### config.mk
export PLATFORM = sky130hd
export DESIGN_NAME = roman_numeral_encoder
export DESIGN_NICKNAME = d
export VERILOG_FILES = /design/src/hdl/rne_pkg.sv /design/src/hdl/rne_front.sv /design/src/hdl/rne_queue.sv /design/src/hdl/rne_back.sv /design/src/hdl/roman_numeral_encoder.sv
export VERILOG_INCLUDE_DIRS = /design/src /design/src/hdl
export SDC_FILE = /design/constraint.sdc
export NUM_CORES = 1
export LEC_CHECK = 0
export BUFFER_PORTS_ARGS = -buffer_cell sky130_fd_sc_hd__buf_2
export CAP_MARGIN = 20
export CORE_MARGIN = 2
export CORE_UTILIZATION = 40
export CTS_CLUSTER_DIAMETER = 100
export DETAILED_ROUTE_END_ITERATION = 10
export HOLD_SLACK_MARGIN = 0.12
export PLACE_DENSITY_LB_ADDON = 0.25
export SETUP_SLACK_MARGIN = 0.2
export SYNTH_ARGS = -nofsm -noshare
export SYNTH_HDL_FRONTEND = slang
export SYNTH_SLANG_ARGS = --single-unit
### constraint.sdc
create_clock -name i_clk -period 3.2 [get_ports i_clk]
set_input_delay 0.96 -clock i_clk [delete_from_list [all_inputs] [get_ports i_clk]]
set_output_delay 0.96 -clock i_clk [all_outputs]
set_load 0.01 [all_outputs]
### src/hdl/assert_macros.svh
// Assertion macros shared by the Roman numeral encoder modules.
`ifndef ASSERT_MACROS_SVH
`define ASSERT_MACROS_SVH

`ifndef ASSERT_OFF

`define ASSERT_ALWAYS(label, clk, rst_n, expr) \
    label: assert property (@(posedge clk) disable iff (!rst_n) (expr)) \
        else $error("assertion failed");

`define ASSERT_NEXT(label, clk, rst_n, ante, cons) \
    label: assert property (@(posedge clk) disable iff (!rst_n) (ante) |=> (cons)) \
        else $error("assertion failed");

`else

`define ASSERT_ALWAYS(label, clk, rst_n, expr)

`define ASSERT_NEXT(label, clk, rst_n, ante, cons)

`endif

`endif

### src/hdl/rne_pkg.sv
// Types, constants and letter tables of the Roman numeral encoder.
`timescale 1ns / 1ps

package rne_pkg;

    localparam int VALUE_W     = 12;
    localparam int CHAR_W      = 8;
    localparam int CONV_STEPS  = VALUE_W;
    localparam int CNT_W       = $clog2(CONV_STEPS);
    localparam int QUEUE_DEPTH = 2;
    localparam int QPTR_W      = $clog2(QUEUE_DEPTH);
    localparam int QCNT_W      = $clog2(QUEUE_DEPTH + 1);

    localparam logic [VALUE_W-1:0] VALUE_MAX = VALUE_W'(3999);

    localparam logic [CHAR_W-1:0] CH_NONE = 8'h00;
    localparam logic [CHAR_W-1:0] CH_I    = 8'h49;
    localparam logic [CHAR_W-1:0] CH_V    = 8'h56;
    localparam logic [CHAR_W-1:0] CH_X    = 8'h58;
    localparam logic [CHAR_W-1:0] CH_L    = 8'h4C;
    localparam logic [CHAR_W-1:0] CH_C    = 8'h43;
    localparam logic [CHAR_W-1:0] CH_D    = 8'h44;
    localparam logic [CHAR_W-1:0] CH_M    = 8'h4D;

    typedef struct packed {
        logic       err;
        logic [2:0] thou;
        logic [3:0] hund;
        logic [3:0] tens;
        logic [3:0] units;
    } t_digits;

    typedef enum logic [1:0] {
        FR_IDLE,
        FR_CONV,
        FR_PUSH
    } t_fr_state;

    typedef enum logic [2:0] {
        BK_IDLE,
        BK_THOU,
        BK_HUND,
        BK_TENS,
        BK_UNIT,
        BK_ERR
    } t_bk_state;

    typedef enum logic [1:0] {
        SYM_ONE,
        SYM_FIVE,
        SYM_TEN
    } t_sym;

    function automatic logic [2:0] digit_len(input logic [3:0] d);
        logic [2:0] len;
        case (d)
            4'd0: len = 3'd0;
            4'd1: len = 3'd1;
            4'd2: len = 3'd2;
            4'd3: len = 3'd3;
            4'd4: len = 3'd2;
            4'd5: len = 3'd1;
            4'd6: len = 3'd2;
            4'd7: len = 3'd3;
            4'd8: len = 3'd4;
            4'd9: len = 3'd2;
            default: len = 3'd0;
        endcase
        return len;
    endfunction

    function automatic t_sym digit_sym(input logic [3:0] d, input logic [1:0] idx);
        t_sym s;
        if (d == 4'd9) begin
            s = (idx == 2'd0) ? SYM_ONE : SYM_TEN;
        end else if (d == 4'd4) begin
            s = (idx == 2'd0) ? SYM_ONE : SYM_FIVE;
        end else if (d >= 4'd5) begin
            s = (idx == 2'd0) ? SYM_FIVE : SYM_ONE;
        end else begin
            s = SYM_ONE;
        end
        return s;
    endfunction

    function automatic logic [CHAR_W-1:0] letter(input t_bk_state g, input t_sym s);
        logic [CHAR_W-1:0] ch;
        ch = CH_NONE;
        case (g)
            BK_THOU: ch = CH_M;
            BK_HUND: begin
                case (s)
                    SYM_ONE:  ch = CH_C;
                    SYM_FIVE: ch = CH_D;
                    SYM_TEN:  ch = CH_M;
                    default:  ch = CH_NONE;
                endcase
            end
            BK_TENS: begin
                case (s)
                    SYM_ONE:  ch = CH_X;
                    SYM_FIVE: ch = CH_L;
                    SYM_TEN:  ch = CH_C;
                    default:  ch = CH_NONE;
                endcase
            end
            BK_UNIT: begin
                case (s)
                    SYM_ONE:  ch = CH_I;
                    SYM_FIVE: ch = CH_V;
                    SYM_TEN:  ch = CH_X;
                    default:  ch = CH_NONE;
                endcase
            end
            default: ch = CH_NONE;
        endcase
        return ch;
    endfunction

    // The digit group that follows g and has at least one letter, or idle.
    function automatic t_bk_state next_group(input t_bk_state g, input t_digits dg);
        t_bk_state n;
        n = BK_IDLE;
        case (g)
            BK_THOU: begin
                if (dg.hund != 4'd0) begin
                    n = BK_HUND;
                end else if (dg.tens != 4'd0) begin
                    n = BK_TENS;
                end else if (dg.units != 4'd0) begin
                    n = BK_UNIT;
                end
            end
            BK_HUND: begin
                if (dg.tens != 4'd0) begin
                    n = BK_TENS;
                end else if (dg.units != 4'd0) begin
                    n = BK_UNIT;
                end
            end
            BK_TENS: begin
                if (dg.units != 4'd0) begin
                    n = BK_UNIT;
                end
            end
            default: n = BK_IDLE;
        endcase
        return n;
    endfunction

    function automatic t_bk_state first_group(input t_digits dg);
        t_bk_state n;
        if (dg.err) begin
            n = BK_ERR;
        end else if (dg.thou != 3'd0) begin
            n = BK_THOU;
        end else begin
            n = next_group(BK_THOU, dg);
        end
        return n;
    endfunction

endpackage

### src/hdl/rne_front.sv
// Front end: accepts a value, checks its range and converts it to decimal digits.
`timescale 1ns / 1ps

module rne_front (
    input  logic                         i_clk,
    input  logic                         i_rst_n,
    input  logic                         push,
    output logic                         full,
    input  logic [rne_pkg::VALUE_W-1:0]  i_value,
    output logic                         o_q_push,
    input  logic                         i_q_full,
    output rne_pkg::t_digits             o_q_data
);

    rne_pkg::t_fr_state r_state, n_state;
    logic [rne_pkg::VALUE_W-1:0] r_bin;
    logic [14:0]                 r_bcd;
    logic [rne_pkg::CNT_W-1:0]   r_cnt;
    logic                        r_err;
    logic [14:0]                 w_adj;
    logic                        w_accept;

    function automatic logic [3:0] add3(input logic [3:0] d);
        logic [3:0] r;
        r = (d >= 4'd5) ? (d + 4'd3) : d;
        return r;
    endfunction

    always_comb begin
        n_state = r_state;
        case (r_state)
            rne_pkg::FR_IDLE: begin
                if (push) begin
                    n_state = rne_pkg::FR_CONV;
                end
            end
            rne_pkg::FR_CONV: begin
                if (r_cnt == rne_pkg::CNT_W'(rne_pkg::CONV_STEPS - 1)) begin
                    n_state = rne_pkg::FR_PUSH;
                end
            end
            rne_pkg::FR_PUSH: begin
                if (!i_q_full) begin
                    n_state = rne_pkg::FR_IDLE;
                end
            end
            default: n_state = rne_pkg::FR_IDLE;
        endcase
    end

    always_comb begin
        full     = (r_state != rne_pkg::FR_IDLE);
        w_accept = push && (r_state == rne_pkg::FR_IDLE);
        o_q_push = (r_state == rne_pkg::FR_PUSH) && !i_q_full;
    end

    assign w_adj = {r_bcd[14:12], add3(r_bcd[11:8]), add3(r_bcd[7:4]), add3(r_bcd[3:0])};

    assign o_q_data = '{err: r_err, thou: r_bcd[14:12], hund: r_bcd[11:8],
                        tens: r_bcd[7:4], units: r_bcd[3:0]};

    always_ff @(posedge i_clk) begin
        if (!i_rst_n) begin
            r_state <= rne_pkg::FR_IDLE;
        end else begin
            r_state <= n_state;
        end
    end

    always_ff @(posedge i_clk) begin
        if (w_accept) begin
            r_bin <= i_value;
            r_bcd <= '0;
            r_cnt <= '0;
            r_err <= (i_value == '0) || (i_value > rne_pkg::VALUE_MAX);
        end else if (r_state == rne_pkg::FR_CONV) begin
            r_bcd <= {w_adj[13:0], r_bin[rne_pkg::VALUE_W-1]};
            r_bin <= {r_bin[rne_pkg::VALUE_W-2:0], 1'b0};
            r_cnt <= r_cnt + 1'b1;
        end
    end

endmodule

### src/hdl/rne_queue.sv
// Short queue of converted digit sets between the front and back ends.
`timescale 1ns / 1ps
`include "assert_macros.svh"

module rne_queue (
    input  logic             i_clk,
    input  logic             i_rst_n,
    input  logic             i_push,
    input  rne_pkg::t_digits i_data,
    output logic             o_full,
    input  logic             i_pop,
    output rne_pkg::t_digits o_data,
    output logic             o_empty
);

    rne_pkg::t_digits r_mem [rne_pkg::QUEUE_DEPTH];
    logic [rne_pkg::QPTR_W-1:0] r_wr_ptr;
    logic [rne_pkg::QPTR_W-1:0] r_rd_ptr;
    logic [rne_pkg::QCNT_W-1:0] r_count;
    logic                       w_wr;
    logic                       w_rd;

    assign o_full  = (r_count == rne_pkg::QCNT_W'(rne_pkg::QUEUE_DEPTH));
    assign o_empty = (r_count == '0);
    assign o_data  = r_mem[r_rd_ptr];
    assign w_wr    = i_push && !o_full;
    assign w_rd    = i_pop && !o_empty;

    always_ff @(posedge i_clk) begin
        if (w_wr) begin
            r_mem[r_wr_ptr] <= i_data;
        end
    end

    always_ff @(posedge i_clk) begin
        if (!i_rst_n) begin
            r_wr_ptr <= '0;
            r_rd_ptr <= '0;
            r_count  <= '0;
        end else begin
            if (w_wr) begin
                r_wr_ptr <= r_wr_ptr + 1'b1;
            end
            if (w_rd) begin
                r_rd_ptr <= r_rd_ptr + 1'b1;
            end
            if (w_wr && !w_rd) begin
                r_count <= r_count + 1'b1;
            end else if (w_rd && !w_wr) begin
                r_count <= r_count - 1'b1;
            end
        end
    end

    `ASSERT_ALWAYS(a_count_bound, i_clk, i_rst_n, r_count <= rne_pkg::QCNT_W'(rne_pkg::QUEUE_DEPTH))
    `ASSERT_NEXT(a_count_up, i_clk, i_rst_n, w_wr && !w_rd, r_count == $past(r_count) + 1'b1)

endmodule

### src/hdl/rne_back.sv
// Back end: spells each digit set as Roman letters or an error item, one character per cycle while pop keeps up.
`timescale 1ns / 1ps
`include "assert_macros.svh"

module rne_back (
    input  logic                        i_clk,
    input  logic                        i_rst_n,
    input  logic                        i_q_empty,
    input  rne_pkg::t_digits            i_q_data,
    output logic                        o_q_pop,
    output logic                        empty,
    input  logic                        pop,
    output logic [rne_pkg::CHAR_W-1:0]  o_character,
    output logic                        o_last,
    output logic                        o_error
);

    rne_pkg::t_bk_state r_state, n_state;
    rne_pkg::t_digits   r_dig;
    logic [1:0]                 r_idx;
    logic                       r_out_valid;
    logic [rne_pkg::CHAR_W-1:0] r_char;
    logic                       r_last;
    logic                       r_err;

    logic                       w_can_emit;
    logic                       w_emit;
    logic [3:0]                 w_d;
    logic [2:0]                 w_len;
    rne_pkg::t_sym              w_sym;
    logic                       w_grp_end;
    rne_pkg::t_bk_state         w_after;
    logic                       w_item_end;
    logic [rne_pkg::CHAR_W-1:0] w_char;

    always_comb begin
        w_d = r_dig.units;
        case (r_state)
            rne_pkg::BK_THOU: w_d = {1'b0, r_dig.thou};
            rne_pkg::BK_HUND: w_d = r_dig.hund;
            rne_pkg::BK_TENS: w_d = r_dig.tens;
            rne_pkg::BK_UNIT: w_d = r_dig.units;
            default:          w_d = r_dig.units;
        endcase
    end

    always_comb begin
        w_can_emit = !r_out_valid || pop;
        w_emit     = (r_state != rne_pkg::BK_IDLE) && w_can_emit;
        if (r_state == rne_pkg::BK_THOU) begin
            w_len = r_dig.thou;
            w_sym = rne_pkg::SYM_ONE;
        end else begin
            w_len = rne_pkg::digit_len(w_d);
            w_sym = rne_pkg::digit_sym(w_d, r_idx);
        end
        w_grp_end  = (({1'b0, r_idx} + 3'd1) == w_len) || (r_state == rne_pkg::BK_ERR);
        w_after    = rne_pkg::next_group(r_state, r_dig);
        w_item_end = w_grp_end && (w_after == rne_pkg::BK_IDLE);
        w_char     = (r_state == rne_pkg::BK_ERR) ? rne_pkg::CH_NONE
                                                  : rne_pkg::letter(r_state, w_sym);
        o_q_pop    = !i_q_empty &&
                     ((r_state == rne_pkg::BK_IDLE) || (w_emit && w_item_end));
    end

    always_comb begin
        n_state = r_state;
        case (r_state)
            rne_pkg::BK_IDLE: begin
                if (!i_q_empty) begin
                    n_state = rne_pkg::first_group(i_q_data);
                end
            end
            default: begin
                if (w_emit) begin
                    if (w_item_end) begin
                        n_state = i_q_empty ? rne_pkg::BK_IDLE
                                            : rne_pkg::first_group(i_q_data);
                    end else if (w_grp_end) begin
                        n_state = w_after;
                    end
                end
            end
        endcase
    end

    assign empty       = !r_out_valid;
    assign o_character = r_char;
    assign o_last      = r_last;
    assign o_error     = r_err;

    always_ff @(posedge i_clk) begin
        if (!i_rst_n) begin
            r_state     <= rne_pkg::BK_IDLE;
            r_idx       <= '0;
            r_out_valid <= 1'b0;
        end else begin
            r_state <= n_state;
            if (o_q_pop || (w_emit && w_grp_end)) begin
                r_idx <= '0;
            end else if (w_emit) begin
                r_idx <= r_idx + 1'b1;
            end
            if (w_emit) begin
                r_out_valid <= 1'b1;
            end else if (pop) begin
                r_out_valid <= 1'b0;
            end
        end
    end

    always_ff @(posedge i_clk) begin
        if (o_q_pop) begin
            r_dig <= i_q_data;
        end
        if (w_emit) begin
            r_char <= w_char;
            r_last <= w_item_end;
            r_err  <= (r_state == rne_pkg::BK_ERR);
        end
    end

    `ASSERT_ALWAYS(a_err_is_last, i_clk, i_rst_n, !r_out_valid || !r_err || r_last)
    `ASSERT_ALWAYS(a_letter_present, i_clk, i_rst_n, !r_out_valid || r_err || (r_char != rne_pkg::CH_NONE))
    `ASSERT_ALWAYS(a_idle_index, i_clk, i_rst_n, (r_state != rne_pkg::BK_IDLE) || (r_idx == 2'd0))

endmodule

### src/hdl/roman_numeral_encoder.sv
// An accepted value is converted by the front end, written to the digit queue, popped by the back end and
// spelled from there. The front end converts to decimal digits in 12 steps and takes no new value until it
// has pushed the digit set to the queue. The back end sends one character per cycle while pop keeps up,
// 1 to 15 per value, back to back across values while digit sets are queued.
// Synchronous active-low reset empties the digit queue and the result register.
`timescale 1ns / 1ps

module roman_numeral_encoder (
    input  logic                        i_clk,
    input  logic                        i_rst_n,
    input  logic                        push,
    output logic                        full,
    input  logic [rne_pkg::VALUE_W-1:0] i_value,
    output logic                        empty,
    input  logic                        pop,
    output logic [rne_pkg::CHAR_W-1:0]  o_character,
    output logic                        o_last,
    output logic                        o_error
);

    logic             w_q_push;
    logic             w_q_full;
    logic             w_q_pop;
    logic             w_q_empty;
    rne_pkg::t_digits w_q_in;
    rne_pkg::t_digits w_q_out;

    rne_front u_front (
        .i_clk    (i_clk),
        .i_rst_n  (i_rst_n),
        .push     (push),
        .full     (full),
        .i_value  (i_value),
        .o_q_push (w_q_push),
        .i_q_full (w_q_full),
        .o_q_data (w_q_in)
    );

    rne_queue u_queue (
        .i_clk   (i_clk),
        .i_rst_n (i_rst_n),
        .i_push  (w_q_push),
        .i_data  (w_q_in),
        .o_full  (w_q_full),
        .i_pop   (w_q_pop),
        .o_data  (w_q_out),
        .o_empty (w_q_empty)
    );

    rne_back u_back (
        .i_clk       (i_clk),
        .i_rst_n     (i_rst_n),
        .i_q_empty   (w_q_empty),
        .i_q_data    (w_q_out),
        .o_q_pop     (w_q_pop),
        .empty       (empty),
        .pop         (pop),
        .o_character (o_character),
        .o_last      (o_last),
        .o_error     (o_error)
    );

endmodule
# ---- Word level (Yosys, flattened, before mapping)
# Memory sizes are Yosys's and may differ from the RTL's. A register that Yosys moved wholly into a read port is not among the register bits.
# Cells that the tools add are included.
dict set report classes {
  n_addsub 10
  magnitude_cmp 5
  n_eq_ne 18
  mux 45
  bitwise_logic 1
  n_reduce_logical 45
}
# op count
set op_table {}
lappend op_table {{one-hot mux 7 bit (3 select lines)} 3}
lappend op_table {{two-way mux 3 bit} 15}
lappend op_table {{one-hot mux 8 bit (4 select lines)} 1}
lappend op_table {{two-way mux 12 bit} 2}
lappend op_table {{nonzero test 4 bit} 6}
lappend op_table {{two-way mux 2 bit} 10}
lappend op_table {{>= comparator 4 x 3 -> 1 bit, second input constant} 4}
lappend op_table {{adder 4 x 2 -> 4 bit, second input constant} 3}
lappend op_table {{> comparator 12 bit, second input constant} 1}
lappend op_table {{zero test 12 bit} 1}
lappend op_table {{two-way mux 4 bit} 3}
lappend op_table {{one-hot mux 4 bit (3 select lines)} 1}
lappend op_table {{logical AND 1 bit} 11}
lappend op_table {{nonzero test 2 bit} 5}
lappend op_table {{one-hot mux 3 bit (3 select lines)} 1}
lappend op_table {{nonzero test 3 bit} 3}
lappend op_table {{== test 4 bit, second input constant} 2}
lappend op_table {{zero test 2 bit} 4}
lappend op_table {{two-way mux 1 bit} 8}
lappend op_table {{== test 2 bit, second input constant} 3}
lappend op_table {{== test 3 x 2 -> 1 bit, second input constant} 2}
lappend op_table {{== test 3 bit, second input constant} 2}
lappend op_table {{zero test 3 bit} 2}
lappend op_table {{inequality test 2 bit, second input constant} 3}
lappend op_table {{other kinds (16)} 28}
dict set report word_totals {
  register_bits 69
  ramBits 32
  rom_bits 48
  word_cells 144
  memories 2
}
# memory depth word_bits read_ports rd_clocked_by_memory_dff write_ports line_no
set memory_table {}
lappend memory_table {{(name not given)} 16 3 1 0 0 rne_pkg.sv:56} ;# case (d)
lappend memory_table {u_queue.r_mem 2 16 1 1 1 rne_queue.sv:16} ;# rne_pkg::t_digits r_mem [rne_pkg::QUEUE_DEPTH];

# ---- Depth between registers and ports, before layout
dict set report depth {
  word_depth 14
  mapped_depth 13
}

# ---- Cells and area by module
# From an unflattened synthesis, not the netlist that was laid out.
dict set report unflattened {
  cells_unflattened 437
  area_unflattened_um2 5054.8
}
# mod n_inst cells_per_inst area_each_um2 seq_area_each_um2
set modules_own_cells {}
lappend modules_own_cells {rne_back 1 212 2006.9 810.8}
lappend modules_own_cells {rne_front 1 150 1660.3 810.8}
lappend modules_own_cells {rne_queue 1 75 1387.6 1061.0}

# ---- Worst setup path after synthesis
# OpenSTA, ideal clock, no wires.
dict set report synth_path {
  kind {register to register}
  from {reg u_back.r_state[1]}
  to {reg u_back.r_dig[0] (netlist bit), enable pin}
  t_arrival_ns 2.660
  setup_slack_ns 0.166
  path_stages_with_launch 10
  path_buffers 1
  synth_period_minus_slack_ns 3.034
  cell_sequence {dfxtp_1 buf_6 mux2i_1 o21a_1 nand3_1 o311ai_2 o2111ai_2 or3b_4 o21ai_1 and2_1}
}
dict set report synth_via {
  elab_chain_len 10
  word_cells_on_any_way 18
  cone_classes {5 x eq/ne; 3 x mux; 9 x reduce/logical; 1 x memory}
}
# item line_no
set synth_lines {}
lappend synth_lines {{start, declared} rne_back.sv:18} ;# rne_pkg::t_bk_state r_state, n_state;
lappend synth_lines {{start signal, assigned} rne_back.sv:94} ;# r_state <= rne_pkg::BK_IDLE;
lappend synth_lines {{start signal, assigned} rne_back.sv:98} ;# r_state <= n_state;
lappend synth_lines {{== test 3 x 2 -> 1 bit or == test 3 x 1 -> 1 bit (tied branches)} {rne_pkg.sv:124, rne_back.sv:38, rne_back.sv:50}}
lappend synth_lines {{one-hot mux 4 bit (3 select lines)} rne_back.sv:38} ;# case (r_state)
lappend synth_lines {{memory read (16 x 3 bit)} --}
lappend synth_lines {{two-way mux 3 bit} rne_back.sv:50} ;# if (r_state == rne_pkg::BK_THOU) begin
lappend synth_lines {{== test 3 bit} rne_back.sv:57} ;# w_grp_end = (({1'b0, r_idx} + 3'd1) == w_len) || (r_state == rne_pkg::BK_ERR);
lappend synth_lines {{logical OR 1 bit} rne_back.sv:57}
lappend synth_lines {{logical AND 1 bit} rne_back.sv:59} ;# w_item_end = w_grp_end && (w_after == rne_pkg::BK_IDLE);
lappend synth_lines {{logical AND 1 bit} rne_back.sv:63} ;# ((r_state == rne_pkg::BK_IDLE) || (w_emit && w_item_end));
lappend synth_lines {{logical OR 1 bit *} rne_back.sv:63}
lappend synth_lines {{logical AND 1 bit *} rne_back.sv:62} ;# o_q_pop = !i_q_empty &&
lappend synth_lines {{net u_back.o_q_pop} rne_back.sv:10} ;# output logic o_q_pop,
lappend synth_lines {{end signal, assigned} rne_back.sv:114} ;# r_dig <= i_q_data;
lappend synth_lines {{end, declared} rne_back.sv:19} ;# rne_pkg::t_digits r_dig;
# Mark *: on every way through the listed nets, which the timed path passes. The rest lies on a longest branch.
# A chain may end at the register's enable or synchronous reset.

# ---- Worst setup path after layout
dict set report layout_path {
  from {reg u_back.r_state[2]}
  to {reg u_back.r_dig[14] (netlist bit), enable pin}
}
dict set report layout_via {
  elab_chain_len 10
  word_cells_on_any_way 18
  cone_classes {5 x eq/ne; 3 x mux; 9 x reduce/logical; 1 x memory}
}
# item line_no
set layout_lines {}
lappend layout_lines {{== test 3 x 2 -> 1 bit or == test 3 x 1 -> 1 bit (tied branches)} {rne_pkg.sv:124, rne_back.sv:38, rne_back.sv:50}}
lappend layout_lines {{one-hot mux 4 bit (3 select lines)} rne_back.sv:38}
lappend layout_lines {{memory read (16 x 3 bit)} --}
lappend layout_lines {{two-way mux 3 bit} rne_back.sv:50}
lappend layout_lines {{== test 3 bit} rne_back.sv:57}
lappend layout_lines {{logical OR 1 bit} rne_back.sv:57}
lappend layout_lines {{logical AND 1 bit} rne_back.sv:59}
lappend layout_lines {{logical AND 1 bit} rne_back.sv:63}
lappend layout_lines {{logical OR 1 bit *} rne_back.sv:63}
lappend layout_lines {{logical AND 1 bit *} rne_back.sv:62}
# Mark *: on every way between the ends. The rest lies on a longest branch, timed or not.

==> impl_metrics.csv <==
group,metric,value,unit
flow_run,maxCapViolations,0,
worst_setup_path,crit_arrival,2.85,ns
route,first_pass_iters,4,
floorplanning,start_util,40.7,%
timing,worst_slew_pin_slew,0.978,ns
synthesis,async_flop_share,0,%
clock_network,clockBufferDepth,2,
synthesis,synth.top_cell.area_share,42.0,%
clock_network,clock_latency,0.34,ns
global_route,track_usage,15.1,%
route,drc_errors,0,
route,avgViaCountPerCell,5.38,
worst_setup_path,crit_type,"reg2reg",
cells_and_area,layout_common_cells,"edfxtp_1 (68), nand2_1 (42), nor2_1 (31)",
cells_and_area,num-nets-final,497,
timing,fin_crit,2.82,ns
clock_network,cts_tree,"done",
worst_hold_path,worst_hold_path_type,"reg2reg",
route,drtIter0Drc,180,
cells_and_area,area_growth_syn_to_layout,14.3,%
synthesis,synth.cell_area,4860,sq um
placed_design,hpwl,6750,microns
floorplanning,design.die.area,13100,sq um
worst_setup_path,end_kind,"flip-flop",
clock_network,cts_hold_buf,0,
floorplanning,placementRows,40,
route,finalWirelength,9290,microns
synthesis,ys_ff_latch,100,
power,pwr-share-clk,38.9,%
power,powerDensity,480,nW/um^2
cells_and_area,drive_above_1_share,23.5,%
synthesis,ys_seq_area_share,55.1,%
global_route,gr-total-overflow,0,
global_route,antenna_found_initial,0,
worst_setup_path,r2r_slack,0.38,ns
timing,clock-skew-final,0.00635,ns
synthesis,synth.distinct_cells,71,
timing,max_freq,0.355,GHz
global_route,grt_first_pass_wirelength,15700,microns
cells_and_area,diodes,0,
synthesis,synth-edff-count,68,
synthesis,avgSynthCellArea,11.3,sq um
clock_network,cts.clk_slew.worst_paths,0.07,ns
power,p_sw,0.625,mW
clock_network,cts_buffers,9,
power,ir_drop,0.289,mV
route,vias,3332,
global_route,grt_max_degree,23,
clock_network,cts_root_buf,"clkbuf_16",
timing,final_max_slew_viol_count,0,
power,pwr-share-comb,6.0,%
placed_design,place_inst,602,
cells_and_area,layout_commonest_cell,"edfxtp_1",
timing,fin_crit_sh,88.0,%
timing,setup_viol,0,
timing,finalSetupTns,0,ns
floorplanning,dieHeight,114,microns
worst_setup_path,start_kind,"flip-flop",
clock_network,htreeDepth,3,
synthesis,yosysTopAreaCell,"edfxtp_1",
placed_design,port_buffers,25,
synthesis,synthFlopType,"edfxtp_1",
global_route,grt_pass1_vias,3277,
cells_and_area,fill_cells,1104,
synthesis,syn_inst,431,
worst_setup_path,crit_required,3.24,ns
clock_network,cts.sinks,100,
route,wl_per_cell,15.0,microns
timing,hold_viol,0,
clock_network,post-cts-setup-buffers,0,
cells_and_area,final_cells,619,
power,cellLeakagePower,1.93,nW
synthesis,yosys_warnings,0,
floorplanning,io_pins,28,
placed_design,gp_congestion,0.921,
synthesis,synthTopCellsByArea,"edfxtp_1 (42%), dfxtp_1 (13%), mux2_2 (5.8%), ha_1 (3.6%), nand2_1 (3.2%)",
power,p_sw_share,23.4,%
floorplanning,dieWidth,114,microns
worst_setup_path,worstPathMaxFanout,16,
power,internal_power,2.05,mW
route,ant_nets,0,
timing,rsz0062_at_grt,"no",
timing,max-slew-margin-rel,34.6,%
floorplanning,coreArea,12000,sq um
run_status,status,"finished, final reports clean",
power,p_seq_share,55.1,%
-- layout make-up --
| class | count | area (sq um) | share of cell area [%] |
|---|---|---|---|
| Tap cell | 147 | 184 | 3.31 |
| Clock buffer | 10 | 229 | 4.12 |
| Multi-Input combinational cell | 293 | 2070 | 37.2 |
| Inverter | 22 | 82.6 | 1.49 |
| Sequential cell | 100 | 2690 | 48.3 |
| Clock inverter | 6 | 60.1 | 1.08 |
| Timing Repair Buffer | 41 | 249 | 4.48 |
-- worst max-delay path, cell delays in order, from the launching register on --
cell and delay, ns:
dfxtp_2 0.49, and2b_1 0.26, a221oi_2 0.46, a32oi_1 0.26, nand3_1 0.16, or3b_4 0.42, o21ai_2 0.20, and2_2 0.26
-- power groups by stage --
stage / logic [mW] / clock network (mW) / registers [mW]
3_3_place_gp: 0.155 / 0 / 1.50
5_1_grt: 0.184 / 1.11 / 1.48
6_report: 0.161 / 1.04 / 1.47
3_5_place_dp: 0.162 / 0 / 1.50
4_1_cts: 0.162 / 1.07 / 1.47
2_1_floorplan: 0.123 / 0 / 1.49
-- metal layers --
layer / part of all wire [%] / GRT usage, %
met5: 0 / 0
met4: 2.3 / 5.69
met3: 2.7 / 3.44
met2: 49 / 25.6
met1: 46 / 18.8
-- kinds of logic after synthesis --
| family | after synthesis | share of synthesized area (%) |
|---|---|---|
| adders and majority gates | 14 | 3.60 |
| muxes | 35 | 7.87 |
| other | 1 | 0.0771 |
| DFF | 100 | 55.1 |
| buffers and inverters | 40 | 3.63 |
| xor gates and xnor gates | 9 | 1.62 |
| AOI/OAI and AO/OA | 93 | 13.7 |
| and+or+nand+nor | 139 | 14.4 |
-- sequential cells by signal, summed over array words and instances (netlist names), named ones only --
signal / cells
u_queue.r_mem: 32
u_back.r_dig: 15
u_front.r_bcd: 15
u_front.r_bin: 12
u_back.o_character: 6
u_front.r_cnt: 4
u_back.r_state: 3
u_back.r_idx: 2
u_front.r_state: 2
u_queue.r_count: 2
u_back.o_error: 1
u_back.o_last: 1
u_back.r_out_valid: 1
u_front.r_err: 1
u_queue.r_rd_ptr: 1
u_queue.r_wr_ptr: 1
-- metrics by stage --
| stage | util [%] | power [mW] | area [sq um] | setup slack (ns) | hold WS, ns |
|---|---|---|---|---|---|
| after floorplan | - | 1.61 | 4870 | 0.345 | 0.418 |
| after global placement | 43.5 | 1.65 | 5210 | 0.157 | 0.431 |
| after detailed placement | 43.5 | 1.66 | 5210 | 0.122 | 0.441 |
| after CTS | 46.0 | 2.70 | 5500 | 0.222 | 0.453 |
| after global routing | 46.5 | 2.77 | 5560 | 0.229 | 0.477 |
| final | 46.5 | 2.67 | 5560 | 0.385 | 0.459 |
-- synth_stat cells, drive strengths merged, types with 9 or more instances --
master,number
a21oi,24
clkbuf,10
dfxtp,32
edfxtp,68
ha,14
inv,22
mux2,26
mux2i,9
nand2,42
nand2b,9
nand3,15
nor2,33
nor4,9
o21ai,23
-- final timing paths --
| check | startpoint | to | cells past startpoint |
|---|---|---|---|
| max | u_back.r_state[2] | u_back.r_dig[14] | 7 |
| min | u_front.r_err | u_queue.r_mem[1][15] | 0 |
| max reg2reg | u_back.r_state[2] | u_back.r_dig[14] | 7 |
| min reg2reg | u_front.r_err | u_queue.r_mem[1][15] | 0 |
-- what timing repair did --
| action | CTS | global route |
|---|---|---|
| setup endpoints to repair | 18 | 20 |
| gates resized for setup | 3 | 10 |
| pin swaps | 0 | 1 |
| cloned | 0 | 1 |
Power figures use the tool's default switching activity.
